## src/design/dfsre_pkg.sv

```systemverilog
// shared types, constants and helpers for the dfs room explorer
package dfsre_pkg;

    localparam int GRID_SIDE   = 64;
    localparam int STACK_DEPTH = 4096;

    localparam int POS_W     = $clog2(GRID_SIDE);
    localparam int MAP_DEPTH = GRID_SIDE * GRID_SIDE;
    localparam int MAP_AW    = $clog2(MAP_DEPTH);
    localparam int STK_AW    = $clog2(STACK_DEPTH);
    localparam int LVL_W     = $clog2(STACK_DEPTH + 1);
    localparam int EPOCH_W   = 4;
    localparam int CFG_W     = 6;
    localparam int CFG_IDX_W = 1;
    localparam int CMD_W     = 3;
    localparam int DIRS_W    = 3;
    localparam int MAX_RES   = 6;
    localparam int CNT_W     = $clog2(MAX_RES + 1);

    localparam logic [CFG_IDX_W-1:0] CFG_START_ROW = 1'd0;
    localparam logic [CFG_IDX_W-1:0] CFG_START_COL = 1'd1;

    localparam logic [CMD_W-1:0] CMD_CLEAN = 3'd0;
    localparam logic [CMD_W-1:0] CMD_LEFT  = 3'd1;
    localparam logic [CMD_W-1:0] CMD_RIGHT = 3'd2;
    localparam logic [CMD_W-1:0] CMD_MOVE  = 3'd3;
    localparam logic [CMD_W-1:0] CMD_FIN   = 3'd4;

    localparam logic [1:0] HD_NORTH = 2'd0;
    localparam logic [1:0] HD_WEST  = 2'd1;
    localparam logic [1:0] HD_SOUTH = 2'd2;
    localparam logic [1:0] HD_EAST  = 2'd3;

    typedef struct packed {
        logic op;
        logic move_ok;
    } t_in_word;

    typedef struct packed {
        logic [CMD_W-1:0] command;
        logic             last;
        logic             off_grid;
    } t_out_word;

    typedef struct packed {
        logic [MAX_RES-1:0][CMD_W-1:0] cmds;
        logic [CNT_W-1:0]              cnt;
        logic                          off_grid;
    } t_script;

    // row step for a heading, two's complement on POS_W+1 bits
    function automatic logic [POS_W:0] f_drow(input logic [1:0] hd);
        logic [POS_W:0] d;
        unique case (hd)
            HD_NORTH: d = '1;
            HD_SOUTH: d = (POS_W+1)'(1);
            default:  d = '0;
        endcase
        return d;
    endfunction

    function automatic logic [POS_W:0] f_dcol(input logic [1:0] hd);
        logic [POS_W:0] d;
        unique case (hd)
            HD_WEST: d = '1;
            HD_EAST: d = (POS_W+1)'(1);
            default: d = '0;
        endcase
        return d;
    endfunction

    function automatic logic [MAP_AW-1:0] f_map_addr(input logic [POS_W-1:0] row,
                                                     input logic [POS_W-1:0] col);
        return MAP_AW'(row * GRID_SIDE) + MAP_AW'(col);
    endfunction

endpackage

```

## src/design/dfsre_out_buf.sv

```systemverilog
// result buffer that holds one item's command words and hands them out in order
module dfsre_out_buf (
    input  logic                i_clk,
    input  logic                i_rst_n,
    input  logic                i_load,
    input  dfsre_pkg::t_script  i_script,
    output logic                o_free,
    output logic                o_out_valid,
    input  logic                i_out_ready,
    output dfsre_pkg::t_out_word o_out_word
);

    logic [dfsre_pkg::MAX_RES-1:0][dfsre_pkg::CMD_W-1:0] r_cmds;
    logic [dfsre_pkg::CNT_W-1:0]                         r_cnt;
    logic                                                r_off;
    logic                                                w_take;

    assign o_out_valid = (r_cnt != '0);
    assign w_take      = o_out_valid && i_out_ready;
    assign o_free      = (r_cnt == '0) ||
                         ((r_cnt == dfsre_pkg::CNT_W'(1)) && w_take);

    assign o_out_word.command  = r_cmds[0];
    assign o_out_word.last     = (r_cnt == dfsre_pkg::CNT_W'(1));
    assign o_out_word.off_grid = r_off;

    always_ff @(posedge i_clk) begin
        if (!i_rst_n) begin
            r_cnt <= '0;
        end else if (i_load) begin
            r_cnt <= i_script.cnt;
        end else if (w_take) begin
            r_cnt <= r_cnt - dfsre_pkg::CNT_W'(1);
        end
    end

    always_ff @(posedge i_clk) begin
        if (i_load) begin
            r_cmds <= i_script.cmds;
            r_off  <= i_script.off_grid;
        end else if (w_take) begin
            r_cmds <= r_cmds >> dfsre_pkg::CMD_W;
        end
    end

endmodule

```

## config.mk

```make
export PLATFORM = sky130hd
export DESIGN_NAME = dfsre_out_buf
export DESIGN_NICKNAME = d
export VERILOG_FILES = /design/src/design/dfsre_pkg.sv /design/src/design/dfsre_out_buf.sv
export SDC_FILE = /design/constraint.sdc
export NUM_CORES = 1
export LEC_CHECK = 0
export BUFFER_PORTS_ARGS = -buffer_cell sky130_fd_sc_hd__buf_2
export CORE_ASPECT_RATIO = 0.6
export CORE_MARGIN = 2
export CORE_UTILIZATION = 25
export CTS_BUF_LIST = sky130_fd_sc_hd__clkbuf_8
export CTS_CLUSTER_SIZE = 24
export DETAILED_ROUTE_END_ITERATION = 6
export PLACE_DENSITY = 0.45
export SYNTH_ARGS = -nofsm -noshare
export SYNTH_HDL_FRONTEND = slang
export SYNTH_SLANG_ARGS = --single-unit
```

## constraint.sdc

```tcl
create_clock -name i_clk -period 1.5 [get_ports i_clk]
set_input_delay 0.3 -clock i_clk [delete_from_list [all_inputs] [get_ports i_clk]]
set_output_delay 0.3 -clock i_clk [all_outputs]
set_load 0.005 [all_outputs]
```

; ---- Word-level counts from Yosys, hierarchy flattened
; Cells that the tools add are included.
[word_totals]
regBits = 22
word_cells = 20
[classes]
n_reduce_logical = 6
n_addsub = 1
n_eq_ne = 1
mux = 4
[ops]
columns = operator, n
row1 = 2-to-1 mux 18 bit, 2
row2 = 2-to-1 mux 3 bit, 2
row3 = "equality test 3 x 1 -> 1 bit, second input constant", 1
row4 = zero test 3 bit, 1
row5 = nonzero test 3 bit, 1
row6 = "subtractor 3 x 1 -> 3 bit, second input constant", 1
row7 = logical AND 1 bit, 2
row8 = nonzero test 2 bit, 1
row9 = logical OR 1 bit, 1

; ---- Longest topological paths before layout
; Gate-level depths: netlist of run 1.
[logic_depth]
word_depth = 4
ltp_mapped = 5

; ---- Worst setup path before layout of run 1
; OpenSTA, ideal clock, no wires.
[synth_timing]
path_type = flip-flop to flip-flop
from = register r_cnt[0] in the netlist's numbering
to = register r_cmds (netlist bit o_out_word[2]), enable pin
n_path_buf = 0
slack_ns = -0.092
period_less_slack_ns = 1.592
required_ns = 1.125
t_arrival_ns = 1.217
path_stages_with_launch = 6
cell_sequence = dfxtp_1 > inv_1 > ha_1 > nand2b_4 > nand2_1 > nand2_1
[synth_via]
elab_chain_cells = 3
[synth_lines]
columns = item, line
row1 = "start, declared", dfsre_out_buf.sv:14  ; logic [dfsre_pkg::CNT_W-1:0] r_cnt;
row2 = "start signal, assigned", dfsre_out_buf.sv:31  ; r_cnt <= i_script.cnt;
row3 = "start signal, assigned", dfsre_out_buf.sv:33  ; r_cnt <= r_cnt - dfsre_pkg::CNT_W'(1);
row4 = nonzero test 3 bit, dfsre_out_buf.sv:18  ; assign o_out_valid = (r_cnt != '0);
row5 = net o_out_valid, dfsre_out_buf.sv:8  ; output logic o_out_valid,
row6 = logical AND 1 bit, dfsre_out_buf.sv:19  ; assign w_take = o_out_valid && i_out_ready;
row7 = nonzero test 2 bit (no line), --
row8 = "end signal, assigned", dfsre_out_buf.sv:39  ; r_cmds <= i_script.cmds;
row9 = "end signal, assigned", dfsre_out_buf.sv:42  ; r_cmds <= r_cmds >> dfsre_pkg::CMD_W;
row10 = "end, declared", dfsre_out_buf.sv:13  ; logic [dfsre_pkg::MAX_RES-1:0][dfsre_pkg::CMD_W-1:0] r_cmds;
; The timed path passes the listed nets, and every way through them passes these cells.
; A chain may end at the register's enable or synchronous reset.

; ---- Worst setup path in the final report of run 1
[layout_timing]
from = register r_cnt[1] in the netlist's numbering
to = output port o_free
[layout_via]
elab_chain_cells = 4
[layout_lines]
columns = item, line
row1 = nonzero test 3 bit, dfsre_out_buf.sv:18
row2 = logical AND 1 bit, dfsre_out_buf.sv:19
row3 = logical AND 1 bit, dfsre_out_buf.sv:21  ; ((r_cnt == dfsre_pkg::CNT_W'(1)) && w_take);
row4 = logical OR 1 bit (*), dfsre_out_buf.sv:20  ; assign o_free = (r_cnt == '0) ||
row5 = "end, declared", dfsre_out_buf.sv:7  ; output logic o_free,
; Mark *: on every way between the ends. The rest lies on a longest branch, timed or not.

==> impl_metrics.csv, run 1 <==
group,metric,value,unit
floorplanning,die_y,54.0,um
worst_setup_path,cp-start-kind,"flip-flop",
global_route,grt_start_max_net_pins,19,
cts,cts_buffers,3,
worst_setup_path,r2r_start,"r_cnt[1]",
yosys,synthesis.area,1040,sq um
yosys,synth.avg_cell_area,14.5,sq um
yosys,synth.ff_latch_count,22,
place,routabilityCongestion,0.778,
yosys,synth_nets,101,
layout,fin_nets,140,
sta,max_slew_margin,83.7,%
sta,hold_ws,0.217,ns
layout,area_delta_synth_final,34.7,%
sta,worst_pin_slew,0.242,ns
cts,cts.reportedPaths.clkPinSlew,0.08,ns
power_and_ir_drop,power_density,1100,nW/um^2
global_route,grt_pass1_vias,635,
sta,finalCriticalPeriod,1.49,ns
sta,finalSetupViolCount,0,
floorplanning,initial_core_util,25.7,%
floorplanning,dieArea,4710,sq um
cts,clk_latency,0.26,ns
worst_setup_path,critPathKind,"reg2out",
global_route,grt_pass1_wl,2880,um
power_and_ir_drop,leakage,0.594,nW
detailed_routing,drcViolationCount,0,
power_and_ir_drop,p_total,1.55,mW
yosys,ys_seq_area_share,60.6,%
place,port_buffers,32,
detailed_routing,drt_iter0_markers,10,
worst_hold_path,worstHoldPathCells,1,
cts,clockBufferDepth,2,
sta,rsz0062_at_grt,"true",
cts,h-tree-depth,1,
sta,report.final.slew_viol_count,0,
worst_setup_path,worstPathArrival,1.19,ns
detailed_routing,ant_nets,0,
floorplanning,ioPinCount,33,
run_status,status,"finished clean",
worst_setup_path,crit_path_end_kind,"output pin",
floorplanning,rows,18,
yosys,synth_cells,72,
global_route,antenna_found_initial,0,
worst_setup_path,r2r_slack,0.006,ns
sta,fin_skew,0.00300,ns
cts,clock-root-buffer,"clkbuf_8",
sta,hold_viol,0,
worst_hold_path,hp-start,"i_script[0]",
cts,clock_sinks,22,
detailed_routing,firstDrtPassIters,2,
yosys,synth_warnings,0,
worst_setup_path,r2r-end,"r_cnt[2]",
layout,final_cell_mix,"buf_2 (32), edfxtp_1 (19), mux2_2 (15)",
worst_hold_path,holdCritPathClass,"in2reg",
global_route,track_usage,8.36,%
layout,instances_no_fill,160,
detailed_routing,totalWireLength,1840,um
sta,clock.fmax,670,MHz
worst_setup_path,crit_fanout,3,
layout,post-route-util,34.6,%
detailed_routing,num_vias,648,
worst_setup_path,cp_data_required_time,1.20,ns
global_route,grt_overflow,0,
worst_hold_path,holdPathEnd,"r_off",
floorplanning,core,4050,sq um
layout,layout-drive-gt1-share,62.7,%
sta,finalCritPeriodShare,99.6,%
cts,hold_buffers,0,
flow_run,maxCapViolations,0,
layout,mostFrequentLayoutCell,"buf_2",
layout,antenna_cells,0,
place,dp_cells,152,
detailed_routing,viasPerCell,4.05,
worst_setup_path,reg2reg_depth,9,
power_and_ir_drop,irDropWorstVdd,0.320,mV
cts,cts_tree,"yes",
detailed_routing,wire_per_inst,11.5,um
yosys,post_synth_num_cell_types,20,
floorplanning,chipWidth,87.3,um
synthesized netlist by cell type:
library cell / number / area, sq um
and2_1: 3 / 18.8
edfxtp_1: 19 / 571
a211oi_2: 1 / 12.5
a21oi_1: 2 / 10.0
and3_1: 1 / 6.26
nor2_1: 2 / 7.51
o21ai_0: 2 / 10.0
nand3_1: 1 / 5.00
o41ai_2: 1 / 16.3
inv_1: 4 / 15.0
buf_4: 5 / 37.5
nand2b_4: 1 / 13.8
buf_2: 1 / 5.00
ha_1: 3 / 37.5
dfxtp_1: 3 / 60.1
and2b_2: 1 / 8.76
mux2_2: 15 / 169
mux2i_1: 1 / 10.0
nand2_1: 5 / 18.8
and4_1: 1 / 8.76
metrics by stage:
step / instance area, sq um / worst slack, ns / TNS, ns
after floorplan: 1040 / 0.0874 / 0
after global placement: 1280 / 0.117 / 0
after detailed placement: 1280 / 0.0610 / 0
after CTS: 1400 / 0.00208 / 0
after global routing: 1400 / -0.0719 / -0.146
final: 1400 / 0.00639 / 0
state kept, by name (all words and copies together) (netlist names):
name        flops
r_off           1
o_out_word      3
r_cmds         15
r_cnt           3
logic make-up after synthesis:
group	synth area share, %
buffers and inverters	5.53
flip-flops	60.6
adder cells (fa/ha/maj)	3.61
multiplexers	17.2
AND/OR/NAND/NOR	8.41
AO/OA/AOI/OAI	4.69
cell type report:
type / count / area [sq um]
Fill cell: 406 / 2650
Sequential cell: 22 / 636
Clock inverter: 1 / 30.0
Clock buffer: 3 / 41.3
Timing Repair Buffer: 40 / 245
Inverter: 4 / 17.5
Tap cell: 50 / 62.6
Multi-Input combinational cell: 40 / 370
how the worst max path moves through the flow:
stage | from | to | slack, ns | depth (start not counted)
final | r_cnt[1] | o_free | 0.006 | 6
after global routing | r_cnt[1] | o_free | -0.07 | 6
after CTS | r_cnt[1] | o_free | 0.002 | 6
after detailed placement | r_cnt[0] | r_cmds[4] | 0.06 | 6
after global placement | r_cnt[0] | r_cmds[4] | 0.12 | 6
after floorplan | r_cnt[0] | o_out_word[2] | 0.09 | 5
power breakdown:
group,total [mW],internal (mW),switching (mW)
registers,0.763,0.744,0.0193
clock network,0.548,0.356,0.192
logic,0.234,0.133,0.101
routing by layer:
layer / up-vias / track usage (%) / wire, um
met5: - / 0 / 0
met4: 0 / 1.54 / 4
met3: 2 / 3.68 / 110
met2: 17 / 14.1 / 849
met1: 293 / 10.1 / 876
li1: 336 / - / -
critical path, cell delays in order (launching register included):
cell	delay, ns
dfxtp_2	0.35
inv_4	0.05
ha_4	0.14
and2b_2	0.19
nand2_1	0.05
nand2_1	0.04
buf_2	0.12
repair_timing:
item                                    CTS  global route
pin swaps                                 1             1
resized for setup                         6             2
endpoints found under the setup margin    1             3
buffers inserted                          4             0
Note: power is estimated with default switching activity, not from simulation.
==> run 2, diff against run 1 <==
ABC_AREA = 1   (was unset)
PLACE_DENSITY = 0.44   (was 0.45)
==> run 2 against run 1 <==
Against the previous run: sequential power grew 0.8%; register-to-register slack gained 0.09 ns; count of clock-buffer cells in the layout grew 1; worst hold slack gained 0.0043 ns; clock skew grew 0.0047 ns; critical path type unchanged; critical endpoint unchanged; largest cell class unchanged.
==> impl_metrics.csv, run 2 <==
group,metric,value,unit
detailed_routing,drt_iter0_markers,87,
global_route,grt_pass1_vias,726,
detailed_routing,drcViolationCount,0,
detailed_routing,met1Wirelength,1070,um
yosys,synth.avg_cell_area,9.12,sq um
place,dp_hpwl,1480,um
worst_setup_path,crit_path_end_kind,"output pin",
sta,rsz0062_at_grt,"true",
detailed_routing,num_vias,806,
power_and_ir_drop,leakage,0.699,nW
worst_setup_path,cp_data_required_time,1.20,ns
yosys,yosys-top-cells-area,"edfxtp_1 (53%), nand2_1 (21%), dfxtp_1 (5.6%), buf_4 (3.5%), ha_1 (3.5%)",
cts,cts_buffers,3,
power_and_ir_drop,p_total,1.48,mW
yosys,yosysMostFrequentCell,"nand2_1",
cts,clockBufferDepth,2,
sta,clock.fmax,686,MHz
global_route,grt_overflow,0,
layout,final_cell_mix,"nand2_1 (59), buf_2 (32), edfxtp_1 (19)",
yosys,synth_top_area_cell,"edfxtp_1",
sta,finalCriticalPeriod,1.46,ns
global_route,antenna_found_initial,0,
yosys,synth_top_area_share,53.0,%
run_status,status,"finished clean",
power_and_ir_drop,combPwrFrac,19.3,%
cts,cts_tree,"yes",
detailed_routing,firstDrtPassIters,4,
layout,mostFrequentLayoutCell,"nand2_1",
layout,fill_cells,443,
cts,clock-root-buffer,"clkbuf_8",
yosys,synth_nets,147,
worst_hold_path,holdCritPathClass,"in2reg",
power_and_ir_drop,switching_share,24.4,%
yosys,post_synth_num_cell_types,16,
detailed_routing,wire_per_inst,9.74,um
yosys,synth_cells,118,
power_and_ir_drop,p_switching,0.360,mW
yosys,synth_common_cells,"nand2_1 (59), edfxtp_1 (19), inv_1 (9)",
power_and_ir_drop,pwr-share-seq,52.1,%
sta,finalSetupViolCount,0,
worst_setup_path,crit_fanout,3,
power_and_ir_drop,power_density,1060,nW/um^2
sta,report.final.slew_viol_count,0,
worst_setup_path,worstPathArrival,1.16,ns
worst_setup_path,slowest_stage,"dfxtp_2",
layout,regArea,633,sq um
layout,largest_reg_flops,15,
sta,worst_pin_slew,0.225,ns
yosys,synth_edf_count,19,
detailed_routing,met2_length,830,um
power_and_ir_drop,clockPowerShare,28.6,%
yosys,async_flop_share,0,%
worst_setup_path,cp-start-kind,"flip-flop",
layout,antenna_cells,0,
floorplanning,rows,18,
layout,area_delta_synth_final,29.3,%
floorplanning,core,4120,sq um
worst_setup_path,critPathTopFamily,"flip-flops",
flow_run,maxCapViolations,0,
global_route,track_usage,9.41,%
detailed_routing,totalWireLength,2060,um
worst_setup_path,critical_path_buf_inv_count,2,
yosys,ys_seq_area_share,58.6,%
layout,instances_no_fill,212,
global_route,grt_pass1_wl,3350,um
worst_setup_path,critPathKind,"reg2out",
cts,h-tree-depth,1,
sta,finalSetupTns,0,ns
sta,fin_skew,0.00770,ns
cts,clock_sinks,22,
yosys,synthesis.area,1080,sq um
place,port_buffers,32,
worst_setup_path,cp_common_cell,"nand2_4",
floorplanning,initial_core_util,26.1,%
layout,multi_input_comb_area,367,sq um
floorplanning,dieArea,4860,sq um
floorplanning,die_y,54.8,um
sta,finalCritPeriodShare,97.2,%
worst_setup_path,slowest_delay,0.35,ns
layout,fin_nets,182,
detailed_routing,ant_nets,0,
power_and_ir_drop,p_int,1.12,mW
cts,clk_latency,0.26,ns
place,routabilityCongestion,0.785,
power_and_ir_drop,irDropWorstVdd,0.324,mV
layout,largest-register,"r_cmds",
yosys,synth_warnings,0,
sta,max_slew_margin,85.0,%
yosys,synth.ff_latch_count,22,
detailed_routing,viasPerCell,3.80,
global_route,grt_start_max_net_pins,20,
detailed_routing,routed-wl-met3,160,um
cts,cts.reportedPaths.clkPinSlew,0.08,ns
floorplanning,chipWidth,88.7,um
floorplanning,ioPinCount,33,
place,dp_cells,204,
yosys,ys.flop_type,"edfxtp_1",
sta,hold_viol,0,
worst_setup_path,worstPathCellList,"inv_2 > ha_4 > nand2_4 > nand2_4 > o21ai_1 > buf_2",
detailed_routing,top_layer_used,"met3",
layout,layout-drive-gt1-share,34.9,%
## run 2: worst paths after layout
| check | slack (ns) | depth (start not counted) | startpoint | endpoint |
|---|---|---|---|---|
| worst min register to register | 0.51 | 2 | r_cmds[7] | r_cmds[4] |
| worst max register to register | 0.10 | 7 | r_cnt[1] | r_cmds[6] |
| worst min-delay path | 0.22 | 1 | i_script[0] | r_off |
| worst max-delay path | 0.04 | 6 | r_cnt[0] | o_free |
## run 2: cell families after synthesis
logic type	count (synthesis)	synth area share [%]
adders and majority gates	3	3.49
buffers and inverters	19	10.1
DFF	22	58.6
AOI/OAI and AO/OA	4	2.56
and+or+nand+nor	70	25.2
## run 2: layout make-up
cell class / instances / area share [%]
sequential: 22 / 45.5
clock buffer: 4 / 3.96
inverter: 11 / 3.15
multi-input combinational: 77 / 26.3
tap: 60 / 5.40
timing repair buffer: 38 / 15.6
## run 2: per-layer routing
| layer | GRT usage, % | up-vias |
|---|---|---|
| met5 | 0 | - |
| met4 | 1.52 | 0 |
| met3 | 4.52 | 0 |
| met2 | 13.7 | 22 |
| met1 | 12.9 | 349 |
| li1 | - | 435 |
## run 2: power groups by stage
| stage | Combinational (mW) | Sequential [mW] | Clock, mW |
|---|---|---|---|
| 5_1_grt | 0.325 | 0.775 | 0.470 |
| 3_5_place_dp | 0.242 | 0.781 | 0 |
| 4_1_cts | 0.256 | 0.768 | 0.439 |
| 6_report | 0.285 | 0.769 | 0.422 |
| 3_3_place_gp | 0.241 | 0.779 | 0 |
| 2_1_floorplan | 0.161 | 0.778 | 0 |
## run 2: stage by stage
step | setup WS (ns) | area [sq um] | hold WS [ns] | utilization [%]
after CTS | 0.00182 | 1350 | 0.212 | 32.7
final | 0.0417 | 1390 | 0.221 | 33.8
after detailed placement | 0.132 | 1270 | 0.485 | 30.9
after floorplan | 0.00276 | 1080 | 0.399 | -
after global placement | 0.172 | 1270 | 0.480 | 30.9
after global routing | -0.0135 | 1390 | 0.208 | 33.8
## run 2: repair_timing
item                       4_1_cts  5_1_grt
setup endpoints to repair        1       20
setup buffers                    2        2
pin swaps                        2        3
resized for setup                4        6
hold buffers                     0        0
==> run 3, diff against run 2 <==
ABC_AREA = 0   (was 1)
CORE_ASPECT_RATIO = unset   (was 0.6)
PLACE_DENSITY = 0.45   (was 0.44)
==> run 3 against run 2 <==
Against the previous run: cell area up 0.63%; the run now ends with setup timing left; clock skew is 0.0015 ns lower; critical path depth stayed put; routed wire length is 14% lower; utilization rose by 1.2 points; die area fell by 3.4%; clock power increased by 31%; first-iteration DRC count down 93%; sequential share of layout area down 0.28 points.
==> impl_metrics.csv, run 3 (synthesis results as in run 1) <==
group,metric,value,unit
detailed_routing,num_vias,664,
worst_setup_path,r2r_slack,0.03,ns
layout,instances_no_fill,160,
detailed_routing,ant_nets,0,
worst_setup_path,r2r-end,"r_cnt[2]",
sta,finalCriticalPeriod,1.51,ns
sta,fin_skew,0.00617,ns
power_and_ir_drop,irDropWorstVdd,0.317,mV
worst_hold_path,holdPathEnd,"r_off",
layout,multi_input_comb_area,373,sq um
sta,max_slew_margin,79.5,%
place,routabilityCongestion,0.610,
layout,layout-drive-gt1-share,63.6,%
cts,clock-root-buffer,"clkbuf_8",
cts,clock_sinks,22,
cts,h-tree-depth,1,
global_route,antenna_found_initial,0,
worst_setup_path,reg2reg_depth,9,
detailed_routing,totalWireLength,1780,um
run_status,status,"finished, violations left",
worst_setup_path,slowest_delay,0.34,ns
worst_setup_path,crit_fanout,3,
floorplanning,dieArea,4700,sq um
cts,cts.reportedPaths.clkPinSlew,0.08,ns
layout,mostFrequentLayoutCell,"buf_2",
detailed_routing,wire_per_inst,11.1,um
sta,finalSetupViolCount,1,
worst_setup_path,r2r_start,"r_cnt[1]",
place,port_buffers,32,
worst_setup_path,crit_path_end_kind,"output pin",
worst_setup_path,worstPathArrival,1.21,ns
sta,hold_ws,0.210,ns
worst_setup_path,critPathKind,"reg2out",
layout,area_delta_synth_final,34.5,%
power_and_ir_drop,power_density,1110,nW/um^2
worst_hold_path,holdCritPathClass,"in2reg",
place,dp_cells,151,
worst_setup_path,slowest_stage,"dfxtp_2",
cts,cts_buffers,3,
worst_setup_path,worstPathCellList,"inv_2 > ha_4 > and2b_2 > nand2_1 > nand2_1 > buf_2",
sta,report.final.slew_viol_count,0,
global_route,track_usage,8.67,%
cts,cts_tree,"yes",
worst_setup_path,cp-start-kind,"flip-flop",
global_route,grt_pass1_wl,2900,um
flow_run,maxCapViolations,0,
worst_hold_path,hp-start,"i_script[0]",
power_and_ir_drop,p_total,1.55,mW
layout,fill_cells,423,
detailed_routing,drt_iter0_markers,6,
sta,setup_ws,-0.00555,ns
detailed_routing,drcViolationCount,0,
sta,clock.fmax,664,MHz
floorplanning,die_y,68.5,um
run_status,violations,"setup timing",
layout,antenna_cells,0,
global_route,grt_pass1_vias,668,
worst_setup_path,cp_common_cell,"nand2_1",
layout,final_cell_mix,"buf_2 (32), edfxtp_1 (19), mux2_2 (15)",
sta,rsz0062_at_grt,"true",
floorplanning,core,4000,sq um
layout,largest-register,"r_cmds",
layout,fin_nets,140,
power_and_ir_drop,leakage,0.592,nW
floorplanning,ioPinCount,33,
sta,worst_pin_slew,0.307,ns
detailed_routing,firstDrtPassIters,2,
cts,clk_latency,0.26,ns
detailed_routing,viasPerCell,4.15,
floorplanning,rows,23,
floorplanning,chipWidth,68.5,um
cts,clockBufferDepth,2,
worst_hold_path,worstHoldPathCells,1,
layout,regArea,633,sq um
floorplanning,initial_core_util,26.0,%
sta,finalCritPeriodShare,100,%
layout,largest_reg_flops,15,
global_route,grt_start_max_net_pins,19,
global_route,grt_overflow,0,
sta,hold_viol,0,
worst_setup_path,cp_data_required_time,1.20,ns
## run 3: how the worst max path moves through the flow
| stage | startpoint | to | slack (ns) | cells after the start |
|---|---|---|---|---|
| global placement | r_cnt[0] | r_cmds[3] | 0.12 | 6 |
| floorplan | r_cnt[0] | o_out_word[2] | 0.09 | 5 |
| finish | r_cnt[1] | o_free | -0.006 | 6 |
| detailed placement | r_cnt[0] | o_out_word[2] | 0.05 | 6 |
| global route | r_cnt[1] | o_free | -0.06 | 6 |
| CTS | r_cnt[1] | o_free | -0.01 | 6 |
## run 3: where the power goes
group          internal (mW)  switching (mW)
logic                  0.135          0.0988
clock network          0.356           0.197
registers              0.744          0.0178
## run 3: area by class of cell
cell class	count	area share (%)
tap	50	4.47
clock inverter	1	2.14
sequential	22	45.2
multi-input combinational	40	26.6
inverter	4	1.07
clock buffer	3	2.95
timing repair buffer	40	17.5
## run 3: what timing repair did
| item | in CTS | in global routing |
|---|---|---|
| setup endpoints to repair | 2 | 2 |
| hold buffers | 0 | 0 |
| gates resized for setup | 6 | 1 |
| buffers inserted | 5 | 0 |
| pin swaps | 3 | 2 |
## run 3: worst max-delay path: cells and delay by family, from the launching register on
kind,cells,cell delay (ns)
AND/OR/NAND/NOR,3,0.29
adder cells (fa/ha/maj),1,0.14
flip-flops,1,0.34
buffers and inverters,2,0.18
## run 3: layer usage
layer | track usage [%] | routed length, um
met4 | 4.25 | 13
met2 | 14.7 | 898
met5 | 0 | 0
met1 | 10.0 | 767
met3 | 2.44 | 101
## run 3: stage by stage
step           instance area [sq um]  setup TNS (ns)  setup WS [ns]  utilization, %
2_1_floorplan                   1040               0         0.0874               -
3_3_place_gp                    1270               0          0.117            31.8
3_5_place_dp                    1270               0         0.0505            31.8
4_1_cts                         1400         -0.0122        -0.0122            34.9
5_1_grt                         1400          -0.122        -0.0622            35.0
6_report                        1400        -0.00555       -0.00555            35.0
